<file path="src/rtl/core/multi_keyword_occurrence_counter_defines.svh">
// assertion macros for the keyword occurrence counter
`ifndef MULTI_KEYWORD_OCCURRENCE_COUNTER_DEFINES_SVH
`define MULTI_KEYWORD_OCCURRENCE_COUNTER_DEFINES_SVH

// same-cycle implication, sampled on clk, off while arst_n is low
`define MKOC_ASSERT_NOW(label, ante, cons, msg) \
	label: assert property (@(posedge clk) disable iff (!arst_n) (ante) |-> (cons)) \
		else $error(msg);

// next-cycle implication, sampled on clk, off while arst_n is low
`define MKOC_ASSERT_NEXT(label, ante, cons, msg) \
	label: assert property (@(posedge clk) disable iff (!arst_n) (ante) |=> (cons)) \
		else $error(msg);

`endif

</file>
<file path="src/rtl/core/mkoc_pkg.sv">
// shared types and constants for the keyword occurrence counter
`timescale 1ns / 1ps

package mkoc_pkg;

	localparam int BYTE_W      = 8;
	localparam int KEY_W       = 64;
	localparam int LEN_FIELD_W = 3;
	localparam int NUM_OUT     = 4;
	localparam int OUT_COUNT_W = 32;
	localparam int CFG_IDX_W   = 3;
	localparam int CFG_DATA_W  = 64;
	localparam int LENS_W      = NUM_OUT * LEN_FIELD_W;
	localparam int IN_USE_W    = 3;

	localparam logic [CFG_IDX_W-1:0] CFG_KEYWORD_A       = 3'd0;
	localparam logic [CFG_IDX_W-1:0] CFG_KEYWORD_B       = 3'd1;
	localparam logic [CFG_IDX_W-1:0] CFG_KEYWORD_C       = 3'd2;
	localparam logic [CFG_IDX_W-1:0] CFG_KEYWORD_D       = 3'd3;
	localparam logic [CFG_IDX_W-1:0] CFG_KEYWORD_LENGTHS = 3'd4;
	localparam logic [CFG_IDX_W-1:0] CFG_KEYWORDS_IN_USE = 3'd5;

	typedef struct packed {
		logic shift;
		logic clear;
	} win_ctrl_t;

endpackage

</file>
<file path="src/rtl/core/mkoc_window.sv">
// history window of recent bytes with saturating fill count
`timescale 1ns / 1ps

module mkoc_window
	import mkoc_pkg::*;
#(
	parameter int MAX_KEYWORD_LEN = 8
) (
	input  logic                      clk,
	input  logic                      arst_n,
	input  win_ctrl_t                 ctrl,
	input  logic [BYTE_W-1:0]         cur_byte,
	output logic [((MAX_KEYWORD_LEN > 1) ? MAX_KEYWORD_LEN - 1 : 1)-1:0][BYTE_W-1:0] window,
	output logic [$clog2(((MAX_KEYWORD_LEN > 1) ? MAX_KEYWORD_LEN - 1 : 1) + 1)-1:0] seen
);

	localparam int WIN_DEPTH = (MAX_KEYWORD_LEN > 1) ? MAX_KEYWORD_LEN - 1 : 1;
	localparam int SEEN_W    = $clog2(WIN_DEPTH + 1);
	localparam logic [SEEN_W-1:0] SEEN_MAX = SEEN_W'(WIN_DEPTH);

	logic [WIN_DEPTH-1:0][BYTE_W-1:0] win_q;
	logic [SEEN_W-1:0]                seen_q;

	// bytes beyond the fill count cannot produce a hit, so no clear is needed
	always_ff @(posedge clk) begin
		if (ctrl.shift) begin
			win_q[0] <= cur_byte;
			for (int j = 1; j < WIN_DEPTH; j++) begin
				win_q[j] <= win_q[j-1];
			end
		end
	end

	always_ff @(posedge clk or negedge arst_n) begin
		if (!arst_n) begin
			seen_q <= '0;
		end else if (ctrl.clear) begin
			seen_q <= '0;
		end else if (ctrl.shift && seen_q != SEEN_MAX) begin
			seen_q <= seen_q + SEEN_W'(1);
		end
	end

	assign window = win_q;
	assign seen   = seen_q;

endmodule

</file>
<file path="src/rtl/core/mkoc_match.sv">
// compare of one keyword against the current byte and the history window
`timescale 1ns / 1ps

module mkoc_match
	import mkoc_pkg::*;
#(
	parameter int MAX_KEYWORD_LEN = 8
) (
	input  logic [BYTE_W-1:0]         cur_byte,
	input  logic [((MAX_KEYWORD_LEN > 1) ? MAX_KEYWORD_LEN - 1 : 1)-1:0][BYTE_W-1:0] window,
	input  logic [$clog2(((MAX_KEYWORD_LEN > 1) ? MAX_KEYWORD_LEN - 1 : 1) + 1)-1:0] seen,
	input  logic [KEY_W-1:0]          keyword,
	input  logic [LEN_FIELD_W-1:0]    len_field,
	output logic                      hit
);

	localparam int WIN_DEPTH = (MAX_KEYWORD_LEN > 1) ? MAX_KEYWORD_LEN - 1 : 1;
	localparam logic [LEN_FIELD_W-1:0] LEN_CAP = LEN_FIELD_W'(MAX_KEYWORD_LEN - 1);

	logic [MAX_KEYWORD_LEN-1:0][BYTE_W-1:0] text;
	logic [LEN_FIELD_W-1:0]                 len_m1;

	// text[0] is the byte now arriving, text[j] the j-th earlier byte
	always_comb begin
		text[0] = cur_byte;
		for (int j = 1; j < MAX_KEYWORD_LEN; j++) begin
			text[j] = window[j-1];
		end
	end

	assign len_m1 = (len_field > LEN_CAP) ? LEN_CAP : len_field;

	always_comb begin
		logic [LEN_FIELD_W-1:0] kpos;
		hit  = (4'(len_m1) <= 4'(seen));
		kpos = '0;
		for (int i = 0; i < MAX_KEYWORD_LEN; i++) begin
			if (LEN_FIELD_W'(i) <= len_m1) begin
				kpos = len_m1 - LEN_FIELD_W'(i);
				if (keyword[{kpos, 3'b000} +: BYTE_W] != text[i]) begin
					hit = 1'b0;
				end
			end
		end
	end

endmodule

</file>
<file path="src/rtl/core/multi_keyword_occurrence_counter.sv">
// top level: stream handshake, configuration, per-keyword saturating counters
`timescale 1ns / 1ps
`include "multi_keyword_occurrence_counter_defines.svh"

// Counts overlapping occurrences of up to four keywords (1 to 8 bytes each) in a
// byte stream. One byte is taken per cycle, except while a last byte is held back; a
// byte is held in an input register, then compared against every enabled keyword and
// counted into the counters as it leaves that register, and a last byte's counts are
// registered in the output register as it leaves. Only a byte with tlast set produces
// a transaction: the four counts including that byte, after which counters and
// history restart. While a result waits for m_axis_tready, non-last bytes keep flowing;
// a further last byte waits in the input register until the output register is free.
// Configuration is written through cfg_we/cfg_index/cfg_data while the stream is idle.
module multi_keyword_occurrence_counter
	import mkoc_pkg::*;
#(
	parameter int MAX_KEYWORDS    = 4,
	parameter int MAX_KEYWORD_LEN = 8,
	parameter int COUNT_WIDTH     = 32
) (
	input  logic                            clk,
	input  logic                            arst_n,
	input  logic                            cfg_we,
	input  logic [CFG_IDX_W-1:0]            cfg_index,
	input  logic [CFG_DATA_W-1:0]           cfg_data,
	input  logic                            s_axis_tvalid,
	output logic                            s_axis_tready,
	input  logic [BYTE_W-1:0]               s_axis_tdata,  // data_byte
	input  logic                            s_axis_tlast,
	output logic                            m_axis_tvalid,
	input  logic                            m_axis_tready,
	output logic [NUM_OUT*OUT_COUNT_W-1:0]  m_axis_tdata   // count_a, count_b, count_c, count_d
);

	localparam int WIN_DEPTH = (MAX_KEYWORD_LEN > 1) ? MAX_KEYWORD_LEN - 1 : 1;
	localparam int SEEN_W    = $clog2(WIN_DEPTH + 1);

	logic [MAX_KEYWORDS-1:0][KEY_W-1:0]       keyword_q;
	logic [LENS_W-1:0]                        lengths_q;
	logic [IN_USE_W-1:0]                      in_use_q;

	logic                                     valid_s1;
	logic [BYTE_W-1:0]                        byte_s1;
	logic                                     last_s1;

	logic                                     out_valid_q;
	logic [NUM_OUT-1:0][OUT_COUNT_W-1:0]      out_data_q;
	logic [NUM_OUT-1:0][OUT_COUNT_W-1:0]      out_next;

	logic [MAX_KEYWORDS-1:0][COUNT_WIDTH-1:0] cnt_q;
	logic [MAX_KEYWORDS-1:0][COUNT_WIDTH-1:0] cnt_next;
	logic [MAX_KEYWORDS-1:0]                  hit;

	logic [WIN_DEPTH-1:0][BYTE_W-1:0]         window;
	logic [SEEN_W-1:0]                        seen;
	win_ctrl_t                                win_ctrl;

	logic                                     out_free;
	logic                                     consume;
	logic                                     accept;

	// configuration registers
	for (genvar gk = 0; gk < MAX_KEYWORDS; gk++) begin : g_key
		always_ff @(posedge clk or negedge arst_n) begin
			if (!arst_n) begin
				keyword_q[gk] <= '0;
			end else if (cfg_we && cfg_index == CFG_KEYWORD_A + CFG_IDX_W'(gk)) begin
				keyword_q[gk] <= cfg_data;
			end
		end
	end

	always_ff @(posedge clk or negedge arst_n) begin
		if (!arst_n) begin
			lengths_q <= '0;
			in_use_q  <= IN_USE_W'(1);
		end else if (cfg_we) begin
			case (cfg_index)
				CFG_KEYWORD_LENGTHS: lengths_q <= cfg_data[LENS_W-1:0];
				CFG_KEYWORDS_IN_USE: in_use_q  <= cfg_data[IN_USE_W-1:0];
				default: ;
			endcase
		end
	end

	// handshake
	assign out_free      = !out_valid_q || m_axis_tready;
	assign consume       = valid_s1 && (!last_s1 || out_free);
	assign s_axis_tready = !valid_s1 || consume;
	assign accept        = s_axis_tvalid && s_axis_tready;

	always_ff @(posedge clk or negedge arst_n) begin
		if (!arst_n) begin
			valid_s1 <= 1'b0;
		end else if (accept) begin
			valid_s1 <= 1'b1;
		end else if (consume) begin
			valid_s1 <= 1'b0;
		end
	end

	always_ff @(posedge clk) begin
		if (accept) begin
			byte_s1 <= s_axis_tdata;
			last_s1 <= s_axis_tlast;
		end
	end

	// history window
	assign win_ctrl.shift = consume && !last_s1;
	assign win_ctrl.clear = consume && last_s1;

	mkoc_window #(
		.MAX_KEYWORD_LEN(MAX_KEYWORD_LEN)
	) u_window (
		.clk      (clk),
		.arst_n   (arst_n),
		.ctrl     (win_ctrl),
		.cur_byte (byte_s1),
		.window   (window),
		.seen     (seen)
	);

	// keyword compare and counters
	for (genvar gk = 0; gk < MAX_KEYWORDS; gk++) begin : g_cnt
		mkoc_match #(
			.MAX_KEYWORD_LEN(MAX_KEYWORD_LEN)
		) u_match (
			.cur_byte  (byte_s1),
			.window    (window),
			.seen      (seen),
			.keyword   (keyword_q[gk]),
			.len_field (lengths_q[gk*LEN_FIELD_W +: LEN_FIELD_W]),
			.hit       (hit[gk])
		);

		assign cnt_next[gk] = (in_use_q > IN_USE_W'(gk) && hit[gk] && cnt_q[gk] != '1) ?
			cnt_q[gk] + COUNT_WIDTH'(1) : cnt_q[gk];

		always_ff @(posedge clk or negedge arst_n) begin
			if (!arst_n) begin
				cnt_q[gk] <= '0;
			end else if (consume) begin
				cnt_q[gk] <= last_s1 ? '0 : cnt_next[gk];
			end
		end
	end

	for (genvar go = 0; go < NUM_OUT; go++) begin : g_out
		if (go < MAX_KEYWORDS) begin : g_used
			assign out_next[go] = OUT_COUNT_W'(cnt_next[go]);
		end else begin : g_unused
			assign out_next[go] = '0;
		end
	end

	// result register
	always_ff @(posedge clk or negedge arst_n) begin
		if (!arst_n) begin
			out_valid_q <= 1'b0;
		end else if (consume && last_s1) begin
			out_valid_q <= 1'b1;
		end else if (m_axis_tready) begin
			out_valid_q <= 1'b0;
		end
	end

	always_ff @(posedge clk) begin
		if (consume && last_s1) begin
			out_data_q <= out_next;
		end
	end

	assign m_axis_tvalid = out_valid_q;
	assign m_axis_tdata  = out_data_q;

	`MKOC_ASSERT_NEXT(a_last_restarts, consume && last_s1, out_valid_q && seen == '0, "last byte did not restart stream and raise result")
	`MKOC_ASSERT_NOW(a_seen_bound, 1'b1, seen <= SEEN_W'(WIN_DEPTH), "fill count beyond window depth")
	`MKOC_ASSERT_NEXT(a_s1_hold, valid_s1 && !consume, valid_s1 && $stable(byte_s1) && $stable(last_s1), "input register lost a waiting byte")

endmodule
</file>
<file path="config.mk">
export PLATFORM = sky130hd
export DESIGN_NAME = multi_keyword_occurrence_counter
export DESIGN_NICKNAME = d
export VERILOG_FILES = /design/src/rtl/core/mkoc_pkg.sv /design/src/rtl/core/mkoc_window.sv /design/src/rtl/core/mkoc_match.sv /design/src/rtl/core/multi_keyword_occurrence_counter.sv
export VERILOG_INCLUDE_DIRS = /design/src /design/src/rtl/core
export SDC_FILE = /design/constraint.sdc
export NUM_CORES = 1
export LEC_CHECK = 0
export BUFFER_PORTS_ARGS = -buffer_cell sky130_fd_sc_hd__buf_4
export CORE_MARGIN = 5
export CORE_UTILIZATION = 30
export CTS_CLUSTER_DIAMETER = 60
export DETAILED_ROUTE_END_ITERATION = 10
export PLACE_DENSITY = 0.51
export SLEW_MARGIN = 20
export SYNTH_ARGS = -nofsm -noshare
export SYNTH_HDL_FRONTEND = slang
export SYNTH_SLANG_ARGS = --single-unit
</file>
<file path="constraint.sdc">
create_clock -name clk -period 6.5 [get_ports clk]
set_input_delay 1.3 -clock clk [delete_from_list [all_inputs] [get_ports clk]]
set_output_delay 1.3 -clock clk [all_outputs]
set_load 0.02 [all_outputs]
</file>
# Yosys cells after proc, flatten, opt, wreduce, memory -nomap -nowiden
# Index checks and enable logic that the tools add are counted.
[totals] regBits=597 inputBits=81 output_inout_bits=130 elab_cells=288
[classes] addsub=33 order_cmp=44 n_eq_ne=42 shifts=32 n_mux=82 n_reduce_logical=29
[ops] op="$shiftx A64 B7 Y8" count=32
[ops] op="$mux W32" count=8
[ops] op="$ne A8 B8 Y1" count=32
[ops] op="$add A32 B1 Y32 const B" count=4
[ops] op="$ne A32 B32 Y1 const B" count=4
[ops] op="$mux W1" count=68
[ops] op="$le A3 B3 Y1 const A" count=16
[ops] op="$sub A3 B3 Y3 const B" count=16
[ops] op="$le A1 B3 Y1 const A" count=8
[ops] op="$le A2 B3 Y1 const A" count=8
[ops] op="$sub A3 B2 Y3 const B" count=8
[ops] op="$mux W3" count=6
[ops] op="$logic_and A1 B1 Y1" count=17
[ops] op="$gt A3 B3 Y1 const B" count=4
[ops] op="$le A3 B3 Y1" count=4
[ops] op="$sub A3 B1 Y3 const B" count=4
[ops] op="$eq A3 B2 Y1 const B" count=2
[ops] op="$eq A3 B3 Y1 const B" count=2
[ops] op="$gt A3 B1 Y1 const B" count=2
[ops] op="$gt A3 B2 Y1 const B" count=2
[ops] op="$reduce_bool A2 Y1" count=3
[ops] op="$reduce_and A2 Y1" count=2
[ops] op="$add A3 B1 Y3 const B" count=1
[ops] op="$eq A3 B1 Y1 const B" count=1
[ops] op="4 further kinds" count=8

# Longest topological paths before layout
# Gate-level depths: netlist of the first run.
[depth] word_depth=24 depth_mapped=22

# Cells and area by module
# Synthesis of the first run repeated with hierarchy kept, for this count alone.
[unflattened] hier_cells=3583 hier_area_um2=44574.0
[by_module_without_submodules] mod="multi_keyword_occurrence_counter" n_inst=1 cells_per_inst=1995 area_per_inst_um2=24569.8
[by_module_without_submodules] mod="mkoc_match (g_cnt[0].u_match ...)" n_inst=3 cells_per_inst=378 area_per_inst_um2=4697.0
[by_module_without_submodules] mod="mkoc_match (g_cnt[3].u_match)" n_inst=1 cells_per_inst=383 area_per_inst_um2=4047.6
[by_module_without_submodules] mod="mkoc_window" n_inst=1 cells_per_inst=71 area_per_inst_um2=1865.5

# Worst setup path before layout of the first run
# No wires, ideal clock.
[synth_path] path_kind="register to register" start="register lengths_q[3]" end="register cnt_q[57] (netlist name)" arrival_time_ns=5.072 setup_slack_ns=1.307 stages_incl_launch_ff=20 path_buffers=6 period_less_slack_ns=5.193 path_cell_list="dfrtp_1 -> buf_2 -> inv_2 -> buf_1 -> clkbuf_1 -> ha_1 -> ha_1 -> clkbuf_1 -> buf_2 -> buf_2 -> mux4_2 -> mux2i_1 -> xor2_1 -> nand4_1 -> nor4_1 -> a2bb2oi_1 -> nand4_2 -> nor4_2 -> mux2_2 -> a22o_1"
[synth_via] elab_chain_len=24
[synth_rtl] element="from (decl)" line="multi_keyword_occurrence_counter.sv:39" text="logic [LENS_W-1:0] lengths_q;"
[synth_rtl] element="from (signal assigned)" line="multi_keyword_occurrence_counter.sv:79" text="CFG_KEYWORD_LENGTHS: lengths_q <= cfg_data[LENS_W-1:0];"
[synth_rtl] element="$gt A3 B3 Y1" line="mkoc_match.sv:31" text="assign len_m1 = (len_field > LEN_CAP) ? LEN_CAP : len_field;"
[synth_rtl] element="$mux W3 (*)" line="mkoc_match.sv:31"
[synth_rtl] element="branches (longest 17 deep; another with $sub A3 B1 Y3)"
[synth_rtl] element="$mux W1 (*)" line="mkoc_match.sv:38" text="if (LEN_FIELD_W'(i) <= len_m1) begin"
[synth_rtl] element="$logic_and A1 B1 Y1 (*) (2 in a row)" line="multi_keyword_occurrence_counter.sv:137" text="assign cnt_next[gk] = (in_use_q > IN_USE_W'(gk) && hit[gk] && cnt_q[gk] != '1) ?"
[synth_rtl] element="$mux W32 (*)" line="multi_keyword_occurrence_counter.sv:137"
[synth_rtl] element="$mux W32 (*)" line="multi_keyword_occurrence_counter.sv:144" text="cnt_q[gk] <= last_s1 ? '0 : cnt_next[gk];"
[synth_rtl] element="to (signal, indexed assignment)" line="multi_keyword_occurrence_counter.sv:144"
[synth_rtl] element="to (decl)" line="multi_keyword_occurrence_counter.sv:50" text="logic [MAX_KEYWORDS-1:0][COUNT_WIDTH-1:0] cnt_q;"
# Every way passes the cells marked *.
# A chain may end at the register's enable or synchronous reset.

# Worst setup path in the final report of the first run
[layout_path] start="register lengths_q[10]" end="register cnt_q[107] (netlist name)"
# The elaborated chain is that of the path after synthesis.

==> flow_summary.ini, run 1 <==
[cells_and_area]
post-route-util_pct = 34.6
final_cells = 5700
final_nets = 3846
drive_gt1_share_pct = 33.0
fill_cells = 14600
finalInstanceArea_um2 = 50900
area_growth_syn_to_layout_pct = 15.0

[place]
dp_cells = 5546
gp_congestion = 0.971
port_buffers = 210
dp_hpwl_um = 127000
place_area_um2 = 48000

[status]
status = finished clean

[worst_setup_path]
crit_type = reg -> reg
ff2ff_path_depth = 14
rr_endpoint = cnt_q[107]
end_kind = flop
worstPathRequired_ns = 7.08
worstPathMaxFanout = 36
reg2reg_slack_ns = 0.51
cp-startpoint = lengths_q[10]
startpoint_type = flop
r2r_start = lengths_q[10]
critical_path_arrival_ns = 6.57

[power_and_ir_drop]
comb_power_share_pct = 45.9
pwr-share-clk_pct = 25.0
p_int_mw = 11.7
switchingPower_mw = 7.68
leakage_nw = 19.7
switching_share_pct = 39.6
seqPwrFrac_pct = 29.1
peakVddDrop_v = 0.000262
power.density_nw_per_um2 = 381

[clock_tree]
root_buffer = clkbuf_16
post_cts_buffers = 0
worst_skew_pair.late_latency_ns = 0.70
clkTransAtPathRegs_ns = 0.06
cts_made_buffers = 81
cts_tree = done
hold_buffers = 0
clock_path_buffers = 3
clock_sinks = 597
post_cts_resized = 0
htreeDepth = 3

[die]
die_h_um = 394
rows = 141
start_util_pct = 30.1
pin_count = 211
die_w_um = 394
core_um2 = 147000
die_area_um2 = 155000

[global_route]
grt_pass1_vias = 32900
grt.total_usage_pct = 21.7
antenna_found_initial = 20
grt_pass1_wl_um = 249000
grt_overflow = 0
grt_max_degree = 133

[timing]
whs_ns = 0.488
setup_viol = 0
tightest_slew_ns = 1.22
clock_skew_ns = 0.0418
slew_violations = 0
fmax_mhz = 167
rsz0062_at_grt = no
maxSlewHeadroom_pct = 18.6
min_period_over_period_pct = 92.1
post-route-min-period_ns = 5.99
setup_tns_ns = 0
finalHoldViolCount = 0

[yosys]
syn_nets = 3734
yosys-top-cells-area = dfrtp_1 (23%), mux4_2 (19%), edfxtp_1 (13%), mux2_2 (8.6%), mux2i_1 (7.8%)
syn_avg_cell_area_um2 = 12.3
synthDistinctLibCells = 89
syn_inst = 3587
yosysMostFrequentCell = dfrtp_1
async_reset_ff_share_pct = 67.7
synth.cell_area_um2 = 44300
synth-main-ff-cell = dfrtp_1
synth_top_area_share_pct = 22.8
synth-seq-area-share_pct = 35.9
synth_common_cells = dfrtp_1 (403), mux4_2 (380), mux2i_1 (343), mux2_2 (339), xnor2_1 (239)
ys_warn_count = 0
yosys.area.top_type = dfrtp_1
ys_ff_latch = 597
synth_edf_count = 193

[detailed_routing]
routed_wl_um = 174000
vias = 34100
wl_per_cell_um = 30.5
initialDrtViolationCount = 3510
drc = 0
viasPerCell = 5.98
drtPass1Iterations = 6
ant_nets = 0

[job]
maxCapViolCount = 0

[worst_hold_path]
hp-start = cnt_q[119]
min_delay_worst_endpoint = cnt_q[119]
min_path_cells = 1
hold_path.class = reg -> reg
how the worst max path moves through the flow:
stage	endpoint	slack [ns]
after floorplan	cnt_q[57]	1.31
after global placement	m_axis_tdata[23]	0.69
after detailed placement	cnt_q[123]	0.67
after CTS	m_axis_tdata[126]	0.65
after global routing	cnt_q[23]	0.39
final	cnt_q[107]	0.51
critical path: stages (launching register included):
cell	delay, ns
dfrtp_4	0.67
inv_1	0.16
ha_4	0.19
ha_2	0.80
mux4_2	0.59
mux2i_1	0.45
xnor2_1	0.17
nor4_1	0.67
nand4_1	0.26
a2111oi_2	0.47
nand4b_2	0.15
buf_4	0.29
or2_1	0.37
or4_1	0.49
o311ai_1	0.09
through the flow:
step	worst slack, ns	power [mW]
CTS	0.647	19.4
floorplan	1.31	11.5
global placement	0.691	14.4
detailed placement	0.666	14.4
global route	0.394	20.1
finish	0.513	19.4
cell families (layout without fill, tap and decap cells):
family | count (synthesis) | in the layout | synth area share, %
AOI/OAI and AO/OA | 473 | 473 | 7.63
xor gates and xnor gates | 357 | 357 | 7.07
adders and majority gates | 66 | 66 | 1.87
buffers and inverters | 356 | 535 | 3.51
DFF | 597 | 597 | 35.9
muxes | 1063 | 1063 | 35.7
other | 0 | 4 | 0
and+or+nand+nor | 675 | 675 | 8.23
registers in the layout (all words and copies together) (netlist names):
name and cells:
cnt_q 128, byte_s1 8, u_window.seen 3, m_axis_tvalid 1
u_window.window 56, m_axis_tdata 128, lengths_q 12, valid_s1 1
last_s1 1, in_use_q 3, keyword_q 256
power by group through the flow:
stage	combinational, mW	sequential (mW)	clock (mW)
global route	9.34	5.68	5.10
finish	8.89	5.64	4.85
detailed placement	8.80	5.65	0
floorplan	6.47	5.01	0
CTS	8.82	5.58	4.96
global placement	8.75	5.64	0
metal layers:
layer | wire length (µm) | vias to the layer above | GRT usage (%)
met5 | 35 | - | 0
met4 | 8100 | 8 | 8.56
met3 | 14900 | 334 | 4.76
met2 | 77000 | 1705 | 32.9
met1 | 73500 | 17800 | 30.2
li1 | - | 14300 | -
final cells by class:
cell class | instances | area, µm² | area share, %
sequential | 597 | 15900 | 31.3
clock inverter | 42 | 671 | 1.32
timing repair buffer | 317 | 2470 | 4.86
antenna | 4 | 10.0 | 0.0197
clock buffer | 108 | 2230 | 4.38
inverter | 68 | 263 | 0.516
tap | 1930 | 2410 | 4.74
multi-input combinational | 2634 | 26900 | 52.9
placed cells by master, fill, tap and decap left out, drive strengths merged, types with 110 or more instances in the layout:
cell,count
nor2,110
dfrtp,403
edfxtp,193
mux2i,343
buf,317
xor2,118
mux2,340
nand2,155
mux4,380
xnor2,239
Note: power is estimated with default switching activity, not from simulation.
==> run 2, diff against run 1 <==
==> constraint.sdc (replaced) <==
create_clock -name clk -period 6.5 [get_ports clk]
set_input_delay 0.65 -clock clk [delete_from_list [all_inputs] [get_ports clk]]
set_output_delay 0.65 -clock clk [all_outputs]
set_load 0.02 [all_outputs]
==> flow_summary.ini, run 2 (synthesis gave the netlist of run 1 again) <==
[status]
status = finished clean

[timing]
setup_viol = 0
min_period_over_period_pct = 94.5
fin_ws_ns = 0.357
tightest_slew_ns = 1.13
maxSlewHeadroom_pct = 24.6
rsz0062_at_grt = no
fmax_mhz = 163
whs_ns = 0.127
slew_violations = 0
clock_skew_ns = 0.0306
finalHoldViolCount = 0
setup_tns_ns = 0
post-route-min-period_ns = 6.14

[power_and_ir_drop]
leakage_nw = 19.6
power.density_nw_per_um2 = 378
peakVddDrop_v = 0.000270
p_total_mw = 19.2

[clock_tree]
post_cts_buffers = 0
cts_tree = done
clkTransAtPathRegs_ns = 0.06
cts_made_buffers = 84
clock_sinks = 597
worst_skew_pair.late_latency_ns = 0.70
root_buffer = clkbuf_16
htreeDepth = 3
clock_path_buffers = 3

[global_route]
grt.total_usage_pct = 21.3
grt_pass1_vias = 32900
antenna_found_initial = 17
grt_pass1_wl_um = 246000
grt_overflow = 0
grt_max_degree = 146

[cells_and_area]
final_nets = 3841
final_cell_mix = dfrtp_1 (395), mux4_2 (380), mux2i_1 (343), mux2_2 (339), buf_4 (300)
regMostFlops = keyword_q
ff_latch_area_um2 = 15900
drive_gt1_share_pct = 33.0
final_common_cell = dfrtp_1
multi_input_area_um2 = 26900
area_growth_syn_to_layout_pct = 14.9
largest_reg_flops = 256
fill_cells = 14600

[worst_setup_path]
slowest_delay_ns = 0.83
crit_type = reg -> reg
worstPathRequired_ns = 6.99
ff2ff_path_depth = 14
cp.depth = 14
worstPathMaxFanout = 36
critical_path_arrival_ns = 6.63
startpoint_type = flop
cp.buffers_inverters = 2
end_kind = flop
path_cells = inv_1 > ha_4 > ha_2 > mux4_2 > mux2i_1 > xnor2_1 > nor4_1 > nand4_1 > a2111oi_2 > nand4b_2 > buf_4 > nor2_1 > nand4_1 > xnor2_1
cp_slowest_cell = ha_2
cpLargestDelayFamily = simple AND/OR/NAND/NOR gates

[detailed_routing]
drc = 0
initialDrtViolationCount = 3446
viasPerCell = 5.94
ant_nets = 0
routed_wl_um = 170000
wl_per_cell_um = 29.9
vias = 33900
drtPass1Iterations = 6

[job]
maxCapViolCount = 0

[die]
start_util_pct = 30.1
core_um2 = 147000
pin_count = 211
die_w_um = 394
rows = 141
die_area_um2 = 155000
die_h_um = 394

[place]
dp_hpwl_um = 126000
place_ws_ns = 0.546
gp_congestion = 0.989
port_buffers = 210

[worst_hold_path]
min_path_cells = 1
hold_path.class = in -> reg
[run 2: changes by cell type in the layout (fill, tap and decap cells not counted), moves of 4 or more]
cell       previous run  this run
buf_4               309       300
bufinv_16            13         6
clkbuf_8              6        10
clkbuf_1             19        14
[run 2: path summary, 6_finish.rpt]
kind | start | end | slack (ns)
setup / recovery | lengths_q[10] | m_axis_tdata[126] | 0.36
hold / removal | s_axis_tdata[6] | byte_s1[6] | 0.13
setup reg to reg | lengths_q[10] | m_axis_tdata[126] | 0.36
hold reg to reg | cnt_q[119] | cnt_q[119] | 0.48
max in group asynchronous | arst_n | keyword_q[166] | 4.50
min in group asynchronous | arst_n | cnt_q[119] | 0.48
[run 2: per-layer routing]
metal / share of wire, % / global-route usage, % / vias up
met5: 0.0076 / 0 / -
met4: 4.3 / 7.70 / 2
met3: 8.7 / 5.11 / 303
met2: 44 / 32.3 / 1615
met1: 43 / 29.6 / 17700
li1: - / - / 14300
[run 2: per-stage QoR]
step	instances	utilization, %	cell area (µm²)
2_1_floorplan	3587	-	44300
6_report	5700	34.6	50900
4_1_cts	5692	34.5	50800
3_5_place_dp	5536	32.6	47900
3_3_place_gp	5536	32.6	47900
5_1_grt	5693	34.6	50800
[run 2: report_power, final]
part / internal, mW / leakage [nW] / switching (mW)
clock network: 2.83 / 1.41 / 1.95
logic: 4.37 / 11.3 / 4.41
registers: 4.35 / 6.97 / 1.31
total: 11.6 / 19.6 / 7.67
[run 2: cell type report]
type	count	share of cell area [%]
diodes	7	0.0344
clock buffers	110	4.61
clock inverters	45	1.09
inverters	68	0.517
multi-input cells	2634	52.9
flip-flops and latches	597	31.3
well taps	1930	4.75
repair buffers	309	4.77
[run 2: repair_timing]
item | CTS | global route
gates resized for setup | 0 | 0
hold buffers | 1 | 0
endpoints found under the hold margin | 53 | 0
